===== src/usbreq_pkg.sv =====
// ----------------------------------------------------------------------------
// usbreq_pkg
// Shared types and constants for the standard control request decoder:
// request codes, request types, verdict codes and register indexes.
// ----------------------------------------------------------------------------
package usbreq_pkg;

  // defaults for the top level parameters
  localparam int ENDPOINT_COUNT_DEF  = 8;
  localparam int MAX_PACKET_SIZE_DEF = 64;

  // standard request codes (bRequest)
  localparam logic [7:0] REQ_GET_STATUS    = 8'd0;
  localparam logic [7:0] REQ_CLEAR_FEATURE = 8'd1;
  localparam logic [7:0] REQ_SET_FEATURE   = 8'd3;
  localparam logic [7:0] REQ_SET_ADDRESS   = 8'd5;
  localparam logic [7:0] REQ_GET_DESC      = 8'd6;
  localparam logic [7:0] REQ_GET_CONFIG    = 8'd8;
  localparam logic [7:0] REQ_SET_CONFIG    = 8'd9;
  localparam logic [7:0] REQ_GET_INTERFACE = 8'd10;

  // bmRequestType values of standard requests
  localparam logic [7:0] RT_DEV_OUT = 8'h00;
  localparam logic [7:0] RT_IF_OUT  = 8'h01;
  localparam logic [7:0] RT_EP_OUT  = 8'h02;
  localparam logic [7:0] RT_DEV_IN  = 8'h80;
  localparam logic [7:0] RT_IF_IN   = 8'h81;
  localparam logic [7:0] RT_EP_IN   = 8'h82;

  // descriptor types and feature selectors
  localparam logic [7:0] DT_DEVICE          = 8'd1;
  localparam logic [7:0] DT_CONFIG          = 8'd2;
  localparam logic [7:0] FEAT_ENDPOINT_HALT = 8'd0;

  // verdict of one request
  typedef enum logic [2:0] {
    ACT_STALL      = 3'd0,
    ACT_ACK        = 3'd1,
    ACT_INLINE     = 3'd2,
    ACT_SEND_DESC  = 3'd3,
    ACT_CLASS_FWD  = 3'd4,
    ACT_DESC_FWD   = 3'd5,
    ACT_NONE       = 3'd6
  } action_t;

  // configuration register indexes
  localparam int CFG_IDX_W = 3;
  localparam logic [CFG_IDX_W-1:0] CFG_DEV_DESC_LEN  = 3'd0;
  localparam logic [CFG_IDX_W-1:0] CFG_CONF_DESC_LEN = 3'd1;
  localparam logic [CFG_IDX_W-1:0] CFG_NUM_CONFIGS   = 3'd2;
  localparam logic [CFG_IDX_W-1:0] CFG_EP_ENABLE     = 3'd3;
  localparam logic [CFG_IDX_W-1:0] CFG_DEV_STATUS    = 3'd4;
  localparam logic [CFG_IDX_W-1:0] CFG_IF_STATUS     = 3'd5;

  // register reset values
  localparam logic [7:0] RST_DEV_DESC_LEN  = 8'd18;
  localparam logic [7:0] RST_CONF_DESC_LEN = 8'd67;
  localparam logic [7:0] RST_NUM_CONFIGS   = 8'd1;
  localparam logic [7:0] RST_EP_ENABLE     = 8'd1;
  localparam logic [7:0] RST_DEV_STATUS    = 8'd0;
  localparam logic [7:0] RST_IF_STATUS     = 8'd0;

endpackage


===== src/usbreq_if.sv =====
// ----------------------------------------------------------------------------
// usbreq interfaces
// Valid/ready channels of the request decoder: setup packet in, verdict out,
// and the register write port.
// ----------------------------------------------------------------------------
interface usbreq_setup_if;
  logic        valid;
  logic        ready;
  logic [7:0]  request_type;
  logic [7:0]  request_code;
  logic [15:0] value_word;
  logic [15:0] index_word;
  logic [15:0] length_word;

  modport source (output valid, request_type, request_code, value_word, index_word,
                  length_word, input ready);
  modport sink (input valid, request_type, request_code, value_word, index_word,
                length_word, output ready);
endinterface

interface usbreq_result_if;
  logic        valid;
  logic        ready;
  logic [2:0]  action;
  logic [15:0] reply_data;
  logic [1:0]  reply_length;
  logic        descriptor_select;
  logic [7:0]  transfer_length;
  logic        needs_zlp;
  logic [6:0]  new_address;
  logic        address_apply;
  logic [7:0]  configuration_out;
  logic        configuration_changed;

  modport source (output valid, action, reply_data, reply_length, descriptor_select,
                  transfer_length, needs_zlp, new_address, address_apply,
                  configuration_out, configuration_changed, input ready);
  modport sink (input valid, action, reply_data, reply_length, descriptor_select,
                transfer_length, needs_zlp, new_address, address_apply,
                configuration_out, configuration_changed, output ready);
endinterface

interface usbreq_cfg_if;
  logic       valid;
  logic       ready;
  logic [2:0] index;
  logic [7:0] data;

  modport source (output valid, index, data, input ready);
  modport sink (input valid, index, data, output ready);
endinterface


===== src/usb_standard_request_decoder.sv =====
// path: setup word register, then decode into the result register
// throughput: one setup word per cycle while out_if is not stalled; the only stored
// state (halt bits, current configuration) is read and updated in the same decode cycle
// reset: synchronous, active low; clears both word valid flags, the halt bits and the
// current configuration, and loads the register defaults; cfg writes are taken in any cycle
// ----------------------------------------------------------------------------
// usb_standard_request_decoder
// Decodes standard control requests from one setup packet into one verdict,
// keeping per-endpoint halt bits and the current configuration number.
// ----------------------------------------------------------------------------
module usb_standard_request_decoder #(
  parameter int ENDPOINT_COUNT  = usbreq_pkg::ENDPOINT_COUNT_DEF,
  parameter int MAX_PACKET_SIZE = usbreq_pkg::MAX_PACKET_SIZE_DEF
) (
  input  logic            clk,
  input  logic            rst_n,
  usbreq_setup_if.sink    in_if,
  usbreq_result_if.source out_if,
  usbreq_cfg_if.sink      cfg_if
);
  import usbreq_pkg::*;

  localparam int EP_W = (ENDPOINT_COUNT > 1) ? $clog2(ENDPOINT_COUNT) : 1;
  localparam logic [7:0] EP_CNT8 = 8'(ENDPOINT_COUNT);
  // number of multiples of the packet size in 0..255
  localparam int MULT_CNT = 255 / MAX_PACKET_SIZE + 1;

  // registers
  logic [7:0] dev_desc_len_r, conf_desc_len_r, num_configs_r;
  logic [7:0] ep_enable_r, dev_status_r, if_status_r;

  logic        in_valid_r;
  logic [7:0]  rtype_r, code_r;
  logic [15:0] wval_r, widx_r, wlen_r;

  logic [ENDPOINT_COUNT-1:0] halt_r, halt_nxt;
  logic [7:0]                cur_cfg_r, cur_cfg_nxt;

  logic        out_valid_r;
  action_t     action_r, action_nxt;
  logic [15:0] rdata_r, rdata_nxt;
  logic [1:0]  rlen_r, rlen_nxt;
  logic        dsel_r, dsel_nxt;
  logic [7:0]  tlen_r, tlen_nxt;
  logic        zlp_r, zlp_nxt;
  logic [6:0]  addr_r, addr_nxt;
  logic        apply_r, apply_nxt;
  logic        changed_r, changed_nxt;

  logic       adv;
  logic [6:0] ep;
  logic [7:0] val_lo, dtype, dlen;
  logic       ep_in_range, ep_enabled, halt_bit, dlen_mult;

  // decode advances when the result register is free or being drained
  assign adv          = in_valid_r && (!out_valid_r || out_if.ready);
  assign in_if.ready  = !in_valid_r || adv;
  assign cfg_if.ready = 1'b1;

  assign ep          = widx_r[6:0];
  assign val_lo      = wval_r[7:0];
  assign dtype       = wval_r[15:8];
  assign ep_in_range = {1'b0, ep} < EP_CNT8;
  assign ep_enabled  = ep_in_range && (ep < 7'd8) && ep_enable_r[ep[2:0]];
  assign halt_bit    = ep_in_range ? halt_r[ep[EP_W-1:0]] : 1'b0;
  assign dlen        = (dtype == DT_DEVICE) ? dev_desc_len_r : conf_desc_len_r;

  // zero-length packet check: descriptor length is a multiple of the packet size
  always_comb begin
    dlen_mult = 1'b0;
    for (int k = 0; k < MULT_CNT; k++) begin
      dlen_mult = dlen_mult | (dlen == 8'(k * MAX_PACKET_SIZE));
    end
  end

  always_comb begin
    action_nxt  = ACT_CLASS_FWD;
    rdata_nxt   = '0;
    rlen_nxt    = '0;
    dsel_nxt    = 1'b0;
    tlen_nxt    = '0;
    zlp_nxt     = 1'b0;
    addr_nxt    = '0;
    apply_nxt   = 1'b0;
    changed_nxt = 1'b0;
    halt_nxt    = halt_r;
    cur_cfg_nxt = cur_cfg_r;
    unique case (code_r)
      REQ_GET_STATUS: begin
        if (rtype_r == RT_DEV_IN) begin
          action_nxt = ACT_INLINE;
          rdata_nxt  = {8'd0, dev_status_r};
          rlen_nxt   = 2'd2;
        end else if (rtype_r == RT_IF_IN) begin
          action_nxt = ACT_INLINE;
          rdata_nxt  = {8'd0, if_status_r};
          rlen_nxt   = 2'd2;
        end else if (rtype_r == RT_EP_IN) begin
          if (ep_in_range) begin
            action_nxt = ACT_INLINE;
            rdata_nxt  = {15'd0, halt_bit};
            rlen_nxt   = 2'd2;
          end else begin
            action_nxt = ACT_STALL;
          end
        end
      end
      REQ_CLEAR_FEATURE: begin
        if (rtype_r == RT_DEV_OUT || rtype_r == RT_IF_OUT) begin
          action_nxt = ACT_STALL;
        end else if (rtype_r == RT_EP_OUT) begin
          if (val_lo == FEAT_ENDPOINT_HALT && ep_enabled) begin
            halt_nxt[ep[EP_W-1:0]] = 1'b0;
            action_nxt = ACT_ACK;
          end else begin
            action_nxt = ACT_STALL;
          end
        end
      end
      REQ_SET_FEATURE: begin
        if (rtype_r == RT_DEV_OUT) begin
          action_nxt = ACT_NONE;
        end else if (rtype_r == RT_IF_OUT) begin
          action_nxt = ACT_STALL;
        end else if (rtype_r == RT_EP_OUT) begin
          // endpoint 0 can not be halted
          if (val_lo == FEAT_ENDPOINT_HALT && ep != 7'd0 && ep_enabled) begin
            halt_nxt[ep[EP_W-1:0]] = 1'b1;
            action_nxt = ACT_ACK;
          end else begin
            action_nxt = ACT_STALL;
          end
        end
      end
      REQ_SET_ADDRESS: begin
        if (rtype_r == RT_DEV_OUT) begin
          action_nxt = ACT_ACK;
          addr_nxt   = wval_r[6:0];
          apply_nxt  = 1'b1;
        end
      end
      REQ_GET_DESC: begin
        if (rtype_r == RT_DEV_IN) begin
          if (dtype == DT_DEVICE || dtype == DT_CONFIG) begin
            action_nxt = ACT_SEND_DESC;
            dsel_nxt   = (dtype == DT_CONFIG);
            if (wlen_r > {8'd0, dlen}) begin
              tlen_nxt = dlen;
              zlp_nxt  = dlen_mult;
            end else begin
              tlen_nxt = wlen_r[7:0];
            end
          end else begin
            action_nxt = ACT_DESC_FWD;
          end
        end
      end
      REQ_GET_CONFIG: begin
        if (rtype_r == RT_DEV_IN) begin
          action_nxt = ACT_INLINE;
          rdata_nxt  = {8'd0, cur_cfg_r};
          rlen_nxt   = 2'd1;
        end
      end
      REQ_SET_CONFIG: begin
        if (rtype_r == RT_DEV_OUT) begin
          if (val_lo <= num_configs_r) begin
            cur_cfg_nxt = val_lo;
            action_nxt  = ACT_ACK;
            changed_nxt = 1'b1;
          end else begin
            action_nxt = ACT_STALL;
          end
        end
      end
      REQ_GET_INTERFACE: begin
        if (rtype_r == RT_IF_IN) begin
          action_nxt = ACT_STALL;
        end
      end
      default: begin
        action_nxt = ACT_CLASS_FWD;
      end
    endcase
  end

  // configuration registers
  always_ff @(posedge clk) begin
    if (!rst_n) begin
      dev_desc_len_r  <= RST_DEV_DESC_LEN;
      conf_desc_len_r <= RST_CONF_DESC_LEN;
      num_configs_r   <= RST_NUM_CONFIGS;
      ep_enable_r     <= RST_EP_ENABLE;
      dev_status_r    <= RST_DEV_STATUS;
      if_status_r     <= RST_IF_STATUS;
    end else if (cfg_if.valid) begin
      unique case (cfg_if.index)
        CFG_DEV_DESC_LEN:  dev_desc_len_r  <= cfg_if.data;
        CFG_CONF_DESC_LEN: conf_desc_len_r <= cfg_if.data;
        CFG_NUM_CONFIGS:   num_configs_r   <= cfg_if.data;
        CFG_EP_ENABLE:     ep_enable_r     <= cfg_if.data;
        CFG_DEV_STATUS:    dev_status_r    <= cfg_if.data;
        CFG_IF_STATUS:     if_status_r     <= cfg_if.data;
        default: begin
        end
      endcase
    end
  end

  // input word register
  always_ff @(posedge clk) begin
    if (!rst_n) begin
      in_valid_r <= 1'b0;
    end else if (in_if.ready) begin
      in_valid_r <= in_if.valid;
    end
  end

  always_ff @(posedge clk) begin
    if (in_if.valid && in_if.ready) begin
      rtype_r <= in_if.request_type;
      code_r  <= in_if.request_code;
      wval_r  <= in_if.value_word;
      widx_r  <= in_if.index_word;
      wlen_r  <= in_if.length_word;
    end
  end

  // device state and result register
  always_ff @(posedge clk) begin
    if (!rst_n) begin
      halt_r      <= '0;
      cur_cfg_r   <= '0;
      out_valid_r <= 1'b0;
    end else if (adv) begin
      halt_r      <= halt_nxt;
      cur_cfg_r   <= cur_cfg_nxt;
      out_valid_r <= 1'b1;
    end else if (out_if.ready) begin
      out_valid_r <= 1'b0;
    end
  end

  always_ff @(posedge clk) begin
    if (adv) begin
      action_r  <= action_nxt;
      rdata_r   <= rdata_nxt;
      rlen_r    <= rlen_nxt;
      dsel_r    <= dsel_nxt;
      tlen_r    <= tlen_nxt;
      zlp_r     <= zlp_nxt;
      addr_r    <= addr_nxt;
      apply_r   <= apply_nxt;
      changed_r <= changed_nxt;
    end
  end

  assign out_if.valid                 = out_valid_r;
  assign out_if.action                = action_r;
  assign out_if.reply_data            = rdata_r;
  assign out_if.reply_length          = rlen_r;
  assign out_if.descriptor_select     = dsel_r;
  assign out_if.transfer_length       = tlen_r;
  assign out_if.needs_zlp             = zlp_r;
  assign out_if.new_address           = addr_r;
  assign out_if.address_apply         = apply_r;
  assign out_if.configuration_out     = cur_cfg_r;
  assign out_if.configuration_changed = changed_r;

endmodule


===== src/flat_wrapper.sv =====
// flat-port wrapper written by rule: the top's interface ports become plain ports
module usb_standard_request_decoder_flat import usbreq_pkg::*;
#(
  parameter int ENDPOINT_COUNT  = usbreq_pkg::ENDPOINT_COUNT_DEF,
  parameter int MAX_PACKET_SIZE = usbreq_pkg::MAX_PACKET_SIZE_DEF
)
  (clk, rst_n, in_if_valid, in_if_request_type, in_if_request_code, in_if_value_word, in_if_index_word, in_if_length_word, in_if_ready, out_if_valid, out_if_action, out_if_reply_data, out_if_reply_length, out_if_descriptor_select, out_if_transfer_length, out_if_needs_zlp, out_if_new_address, out_if_address_apply, out_if_configuration_out, out_if_configuration_changed, out_if_ready, cfg_if_valid, cfg_if_index, cfg_if_data, cfg_if_ready);
  usbreq_setup_if in_if_i ();
  usbreq_result_if out_if_i ();
  usbreq_cfg_if cfg_if_i ();
  input  logic clk;
  input  logic rst_n;
  input wire logic [$bits(in_if_i.valid)-1:0] in_if_valid;
  input wire logic [$bits(in_if_i.request_type)-1:0] in_if_request_type;
  input wire logic [$bits(in_if_i.request_code)-1:0] in_if_request_code;
  input wire logic [$bits(in_if_i.value_word)-1:0] in_if_value_word;
  input wire logic [$bits(in_if_i.index_word)-1:0] in_if_index_word;
  input wire logic [$bits(in_if_i.length_word)-1:0] in_if_length_word;
  output wire logic [$bits(in_if_i.ready)-1:0] in_if_ready;
  output wire logic [$bits(out_if_i.valid)-1:0] out_if_valid;
  output wire logic [$bits(out_if_i.action)-1:0] out_if_action;
  output wire logic [$bits(out_if_i.reply_data)-1:0] out_if_reply_data;
  output wire logic [$bits(out_if_i.reply_length)-1:0] out_if_reply_length;
  output wire logic [$bits(out_if_i.descriptor_select)-1:0] out_if_descriptor_select;
  output wire logic [$bits(out_if_i.transfer_length)-1:0] out_if_transfer_length;
  output wire logic [$bits(out_if_i.needs_zlp)-1:0] out_if_needs_zlp;
  output wire logic [$bits(out_if_i.new_address)-1:0] out_if_new_address;
  output wire logic [$bits(out_if_i.address_apply)-1:0] out_if_address_apply;
  output wire logic [$bits(out_if_i.configuration_out)-1:0] out_if_configuration_out;
  output wire logic [$bits(out_if_i.configuration_changed)-1:0] out_if_configuration_changed;
  input wire logic [$bits(out_if_i.ready)-1:0] out_if_ready;
  input wire logic [$bits(cfg_if_i.valid)-1:0] cfg_if_valid;
  input wire logic [$bits(cfg_if_i.index)-1:0] cfg_if_index;
  input wire logic [$bits(cfg_if_i.data)-1:0] cfg_if_data;
  output wire logic [$bits(cfg_if_i.ready)-1:0] cfg_if_ready;
  assign in_if_i.valid = in_if_valid;
  assign in_if_i.request_type = in_if_request_type;
  assign in_if_i.request_code = in_if_request_code;
  assign in_if_i.value_word = in_if_value_word;
  assign in_if_i.index_word = in_if_index_word;
  assign in_if_i.length_word = in_if_length_word;
  assign in_if_ready = in_if_i.ready;
  assign out_if_valid = out_if_i.valid;
  assign out_if_action = out_if_i.action;
  assign out_if_reply_data = out_if_i.reply_data;
  assign out_if_reply_length = out_if_i.reply_length;
  assign out_if_descriptor_select = out_if_i.descriptor_select;
  assign out_if_transfer_length = out_if_i.transfer_length;
  assign out_if_needs_zlp = out_if_i.needs_zlp;
  assign out_if_new_address = out_if_i.new_address;
  assign out_if_address_apply = out_if_i.address_apply;
  assign out_if_configuration_out = out_if_i.configuration_out;
  assign out_if_configuration_changed = out_if_i.configuration_changed;
  assign out_if_i.ready = out_if_ready;
  assign cfg_if_i.valid = cfg_if_valid;
  assign cfg_if_i.index = cfg_if_index;
  assign cfg_if_i.data = cfg_if_data;
  assign cfg_if_ready = cfg_if_i.ready;
  usb_standard_request_decoder #(.ENDPOINT_COUNT(ENDPOINT_COUNT), .MAX_PACKET_SIZE(MAX_PACKET_SIZE)) u_core (.clk(clk), .rst_n(rst_n), .in_if(in_if_i), .out_if(out_if_i), .cfg_if(cfg_if_i));
endmodule

===== config.mk =====
export PLATFORM = sky130hd
export DESIGN_NAME = usb_standard_request_decoder_flat
export DESIGN_NICKNAME = d
export VERILOG_FILES = /design/src/usbreq_pkg.sv /design/src/usbreq_if.sv /design/src/usb_standard_request_decoder.sv /design/src/flat_wrapper.sv
export SDC_FILE = /design/constraint.sdc
export NUM_CORES = 1
export LEC_CHECK = 0
export BUFFER_PORTS_ARGS = -buffer_cell sky130_fd_sc_hd__clkbuf_2
export CORE_UTILIZATION = 60
export DETAILED_ROUTE_END_ITERATION = 12
export PLACE_DENSITY = 0.94
export SLEW_MARGIN = 30
export SYNTH_ARGS = -nofsm -noshare
export SYNTH_HDL_FRONTEND = slang
export SYNTH_SLANG_ARGS = --single-unit

===== constraint.sdc =====
create_clock -name clk -period 4.95 [get_ports clk]
set_clock_uncertainty 0.05 [all_clocks]
set_input_delay 0 -clock clk [delete_from_list [all_inputs] [get_ports clk]]
set_output_delay 0 -clock clk [all_outputs]
set_load 0.01 [all_outputs]

Yosys cells after proc, flatten, opt, wreduce, memory -nomap -nowiden --
Index checks and enable logic that the tools add are counted. W data, S select, Z words.
Word-level totals: bits of input ports 80, output and inout bits 51, register bits after elaboration 161, word-level logic and storage cells 150
Operators by class: order comparisons 6, reductions and logical operators 34, equal/unequal tests 29, bitwise logic cells 6, muxes and demuxes 51
Operator list (count):
- $mux W8 | 10
- $mux W16 | 3
- $mux W3 | 14
- $eq A8 B8 Y1 const B | 5
- $logic_not A8 Y1 | 4
- $pmux W16 S2 | 1
- $eq A8 B1 Y1 const B | 3
- $eq A8 B2 Y1 const B | 3
- $eq A8 B4 Y1 const B | 3
- $pmux W3 S8 | 1
- $eq A8 B3 Y1 const B | 2
- $gt A16 B8 Y1 | 1
- $pmux W8 S2 | 1
- $reduce_and A2 Y1 | 8
- $lt A7 B4 Y1 const B | 2
- $mux W1 | 12
- $mux W2 | 5
- $reduce_and A9 Y1 | 1
- $and A8 B8 Y8 | 1
- $eq A8 B7 Y1 const B | 1
- $le A8 B8 Y1 | 1
- $logic_and A1 B1 Y1 | 8
- $ne A2 B1 Y1 const B | 4
- $not A8 Y8 | 1
- 18 further kinds | 31

Depth between registers and ports, before layout --
depth in word-level cells 10, gate-level depth with buffers 11, depth with buffers taken out 9

Least setup slack after synthesis --
No wires, ideal clock.
kind register -> register, start register u_core.out_valid_r (netlist: u_core.out_if.valid), end register u_core.cur_cfg_r[0] (netlist: u_core.out_if.configuration_out[0]), clock period less this slack 3.131 ns, data arrival time 3.010 ns, setup time 0.072 ns, required time 4.828 ns, path buffers 0, path slack 1.819 ns, cell stages (with the launch flop) 6, cells stage by stage dfxtp_1 nor2b_1 nor2b_1 nand4_1 a21oi_4 mux2i_1
On the way: cells in the longest elaborated chain, start to end 4
Ends and longest elaborated chain:
- start: declaration | line usb_standard_request_decoder.sv:39 | logic out_valid_r;
- start signal: assignment | line usb_standard_request_decoder.sv:234 | out_valid_r <= 1'b0;
- start signal: assignment | line usb_standard_request_decoder.sv:238 | out_valid_r <= 1'b1;
- start signal: assignment | line usb_standard_request_decoder.sv:240 | out_valid_r <= 1'b0;
- $logic_not A1 Y1 | line usb_standard_request_decoder.sv:56 | assign adv = in_valid_r && (!out_valid_r || out_if.ready);
- $logic_or A1 B1 Y1 | line usb_standard_request_decoder.sv:56
- $logic_and A1 B1 Y1 | line usb_standard_request_decoder.sv:56
- via u_core.adv | line usb_standard_request_decoder.sv:50 | logic adv;
- $reduce_and A4 Y1 (no line)
- end signal: assignment | line usb_standard_request_decoder.sv:237 | cur_cfg_r <= cur_cfg_nxt;
- end: declaration | line usb_standard_request_decoder.sv:37 | logic [7:0] cur_cfg_r, cur_cfg_nxt;
The timed path passes the listed nets, and every way through them passes these cells. A chain may end at the register's enable or synchronous reset.

Final worst setup path --
start register u_core.wval_r[11], end register u_core.tlen_r[3] (netlist: u_core.out_if.transfer_length[3]), data pin
On the way: cells in the longest elaborated chain, start to end 4, elaborated cells on any way between the ends 7, classes of those cells order compare: 1; eq/ne: 2; mux: 2; reduce/logical: 2
Ends and longest elaborated chain:
- start: declaration | line usb_standard_request_decoder.sv:34 | logic [15:0] wval_r, widx_r, wlen_r;
- start signal: assignment | line usb_standard_request_decoder.sv:223 | wval_r <= in_if.value_word;
- $eq A8 B1 Y1 | line usb_standard_request_decoder.sv:66, usb_standard_request_decoder.sv:144
- $mux W8 | line usb_standard_request_decoder.sv:66 | assign dlen = (dtype == DT_DEVICE) ? dev_desc_len_r : conf_desc_len_r;
- $gt A16 B8 Y1 | line usb_standard_request_decoder.sv:147 | if (wlen_r > {8'd0, dlen}) begin
- $mux W8 | line usb_standard_request_decoder.sv:147
- end signal: assignment | line usb_standard_request_decoder.sv:250 | tlen_r <= tlen_nxt;
- end: declaration | line usb_standard_request_decoder.sv:44 | logic [7:0] tlen_r, tlen_nxt;
Several ways; a longest one is shown, not always the timed one.

==> metrics <==
outcome completed; pin count of the biggest net entering global routing 76; core area 0.0109 mm²; antenna violations before repair 0; Boundary Pins 131; largest area contributor in the netlist edfxtp_1; clock share of power 42.6%; Final nets 894; crit path cell chain nor4_1, nand4b_1, mux2_2, ha_1, nand4_1, o21ai_0, nand3_1, a221oi_1; CTS Buf Count 17; die width 108 µm; hold path endpoint u_core.conf_desc_len_r[0]; HP Class primary input to flip-flop; drt initial violations 673; Setup TNS Final 0 ps; Die Area 0.0118 mm²; crit start category flip-flop; critical hold path startpoint cfg_if_index[1]; worst skew pair latency 420 ps; final WL 17300 µm; most common cell after layout, fill and taps aside nand2_1; most frequent cells in the layout 133 x nand2_1, 111 x clkbuf_2, 87 x edfxtp_1; peak supply drop 0.284 mV; H-Tree Depth 4; Hold Path Depth 4; Antenna Nets Post-Route 0; RSZ-0062 raised after global routing false; share of post-route cells with drive strength above 1 20.3%; Root Driver clkbuf_16; Yosys Warn Count 0; crit end category flip-flop; Max FO, Critical Path 10; mapped cell area 0.00680 mm²; number of global-route vias before repair 5650; max-slew violation count 0; gp weighted congestion 0.874; dpl hpwl 10500 µm; # diodes 0; top cell type's share of synthesized area 38.4%; Achievable Freq 284 MHz; drt wl/cell 18.2 µm; Vias 5652; MaxCap Viol Count 0; post-synthesis async set-or-reset flop share 0%; Arrival @ worst endpoint 3690 ps; Combinational Power Share 7.7%; worst endpoint required time 5120 ps; sw frac 23.1%; Area Overhead vs Synth 27.4%; largest cells by area after synthesis edfxtp_1 38%, dfxtp_1 19%, nand2_1 7.3%; CTS tree done; final-report hold violation count 0; DRT Pass-1 Iters 5; GRT Overall Usage 31.3%; RR Endpoint u_core.out_if.transfer_length[3]; footprint of the multi-input gates 0.00272 mm²; R2R setup slack 1430 ps; Leakage 3.27 nW; global-route wire length before repair 27500 µm; syn avg cell area 11.0 µm²; Post-synth EDFFs 87; NetSw 0.665 mW; port bufs 112; period utilization 71.2%; post-synthesis cell count 619; critical path's top delay family simple AND/OR/NAND/NOR gates; Largest stage delay, worst path 580 ps; Initial Util 62.1%; # fillers 626; vias per cell 5.94; Crit Path Class flip-flop to flip-flop; register area share after synthesis 57.9%; R2R depth 8; Seq pwr share 49.7%; power density over cell area 333 mW/mm²; biggest regs u_core.wlen_r (16), u_core.wval_r (16); Yosys reg bits 153; FF+latch area 0.00393 mm²; min Tclk post-route 3520 ps; Main synth FF type edfxtp_1; grt ovf 0; Die Span Y 108 µm; count of cell types in the netlist 66; Core Rows 38; Max Buffers Root-to-Sink 2; fin util 79.2%; Clock Pin Slew Worst Setup and Hold Paths 60 ps; Reg-to-Reg Start u_core.wval_r[11]; Internal 2.22 mW; final setup violation count 0; CTS sink count 153; worst-margin pin slew 917 ps; critical path's slowest cell nand4b_1; drt drc 0; CP bufs+invs 0; Worst slew margin 38.9%
==> synthesized netlist by cell type, drive strengths merged, types with 2 or more instances <==
library cell    n
nand4           8
buf            15
ha             16
clkbuf         11
mux2i          23
or4             3
nand2         134
a31oi           3
nor4b           2
nor4            8
o21ai          27
nand4b          3
a21boi         42
or4b            3
nor3           11
mux4            2
o22ai           2
a21oi           9
edfxtp         87
o31ai           4
nand3b          4
a211oi          3
o211ai          4
a2111oi         2
inv            13
or3             4
nor2b          10
nor3b           3
nand2b         10
nand3          14
and2           17
a221oi          7
dfxtp          66
nor2           25
mux2            5
conb            2
==> metal layers <==
metal	global-route usage [%]	routed length, µm
met4	14.6	740
met1	36.5	6550
met2	54.1	8780
met3	7.72	1240
met5	0	0
==> how the worst max path moves through the flow <==
stage | start | endpoint | slack, ps | cells after the start
after floorplan | u_core.out_if.valid | u_core.out_if.configuration_out[0] | 1820 | 5
after global placement | u_core.wval_r[11] | u_core.out_if.transfer_length[7] | 1640 | 8
after detailed placement | u_core.wval_r[11] | u_core.out_if.transfer_length[1] | 1490 | 8
after CTS | u_core.wval_r[11] | u_core.out_if.transfer_length[1] | 1460 | 8
after global routing | u_core.wval_r[11] | u_core.out_if.transfer_length[3] | 1050 | 8
final | u_core.wval_r[11] | u_core.out_if.transfer_length[3] | 1430 | 8
==> repair_timing <==
action                    4_1_cts  5_1_grt
gates resized for setup         0        0
setup buffers                   0        0
hold endpoints to repair      105        0
hold buffers                   66        0
==> tightest hold or removal path, stage by stage <==
cell      delay (ps)
clkbuf_2         160
nor3_2           130
nand2_1           80
nand3_1           70
==> power by group through the flow <==
stage | clock network, mW | registers [mW] | logic (mW)
2_1_floorplan | 0 | 1.45 | 0.103
3_3_place_gp | 0 | 1.45 | 0.161
3_5_place_dp | 0 | 1.45 | 0.169
4_1_cts | 1.22 | 1.43 | 0.214
5_1_grt | 1.29 | 1.43 | 0.240
6_report | 1.23 | 1.43 | 0.221
==> cell type report <==
class                      instances  area share, %
sequential                       153           45.4
inverter                          13          0.564
clock buffer                      20           5.29
multi-input combinational        434           31.4
timing repair buffer             179           14.2
tap                              140           2.02
clock inverter                    12           1.11
==> per-stage QoR <==
| step | setup slack [ps] | hold WS (ps) | power (mW) | instances | cell area (µm²) |
|---|---|---|---|---|---|
| after floorplan | 1820 | 48.9 | 1.55 | 626 | 6820 |
| after global placement | 1640 | 127 | 1.61 | 853 | 7430 |
| after detailed placement | 1490 | 129 | 1.62 | 853 | 7440 |
| after CTS | 1460 | 53.9 | 2.86 | 951 | 8650 |
| after global routing | 1050 | 23.4 | 2.97 | 951 | 8660 |
| final | 1430 | 24.9 | 2.88 | 951 | 8660 |
==> logic make-up after synthesis <==
group	synth area share, %
AOI/OAI and AO/OA	11.6
xor gates and xnor gates	0.129
adders and majority gates	2.95
buffers and inverters	2.69
DFF	57.9
muxes	4.88
other	0.111
and+or+nand+nor	19.8
(Power assumes the default switching activity.)
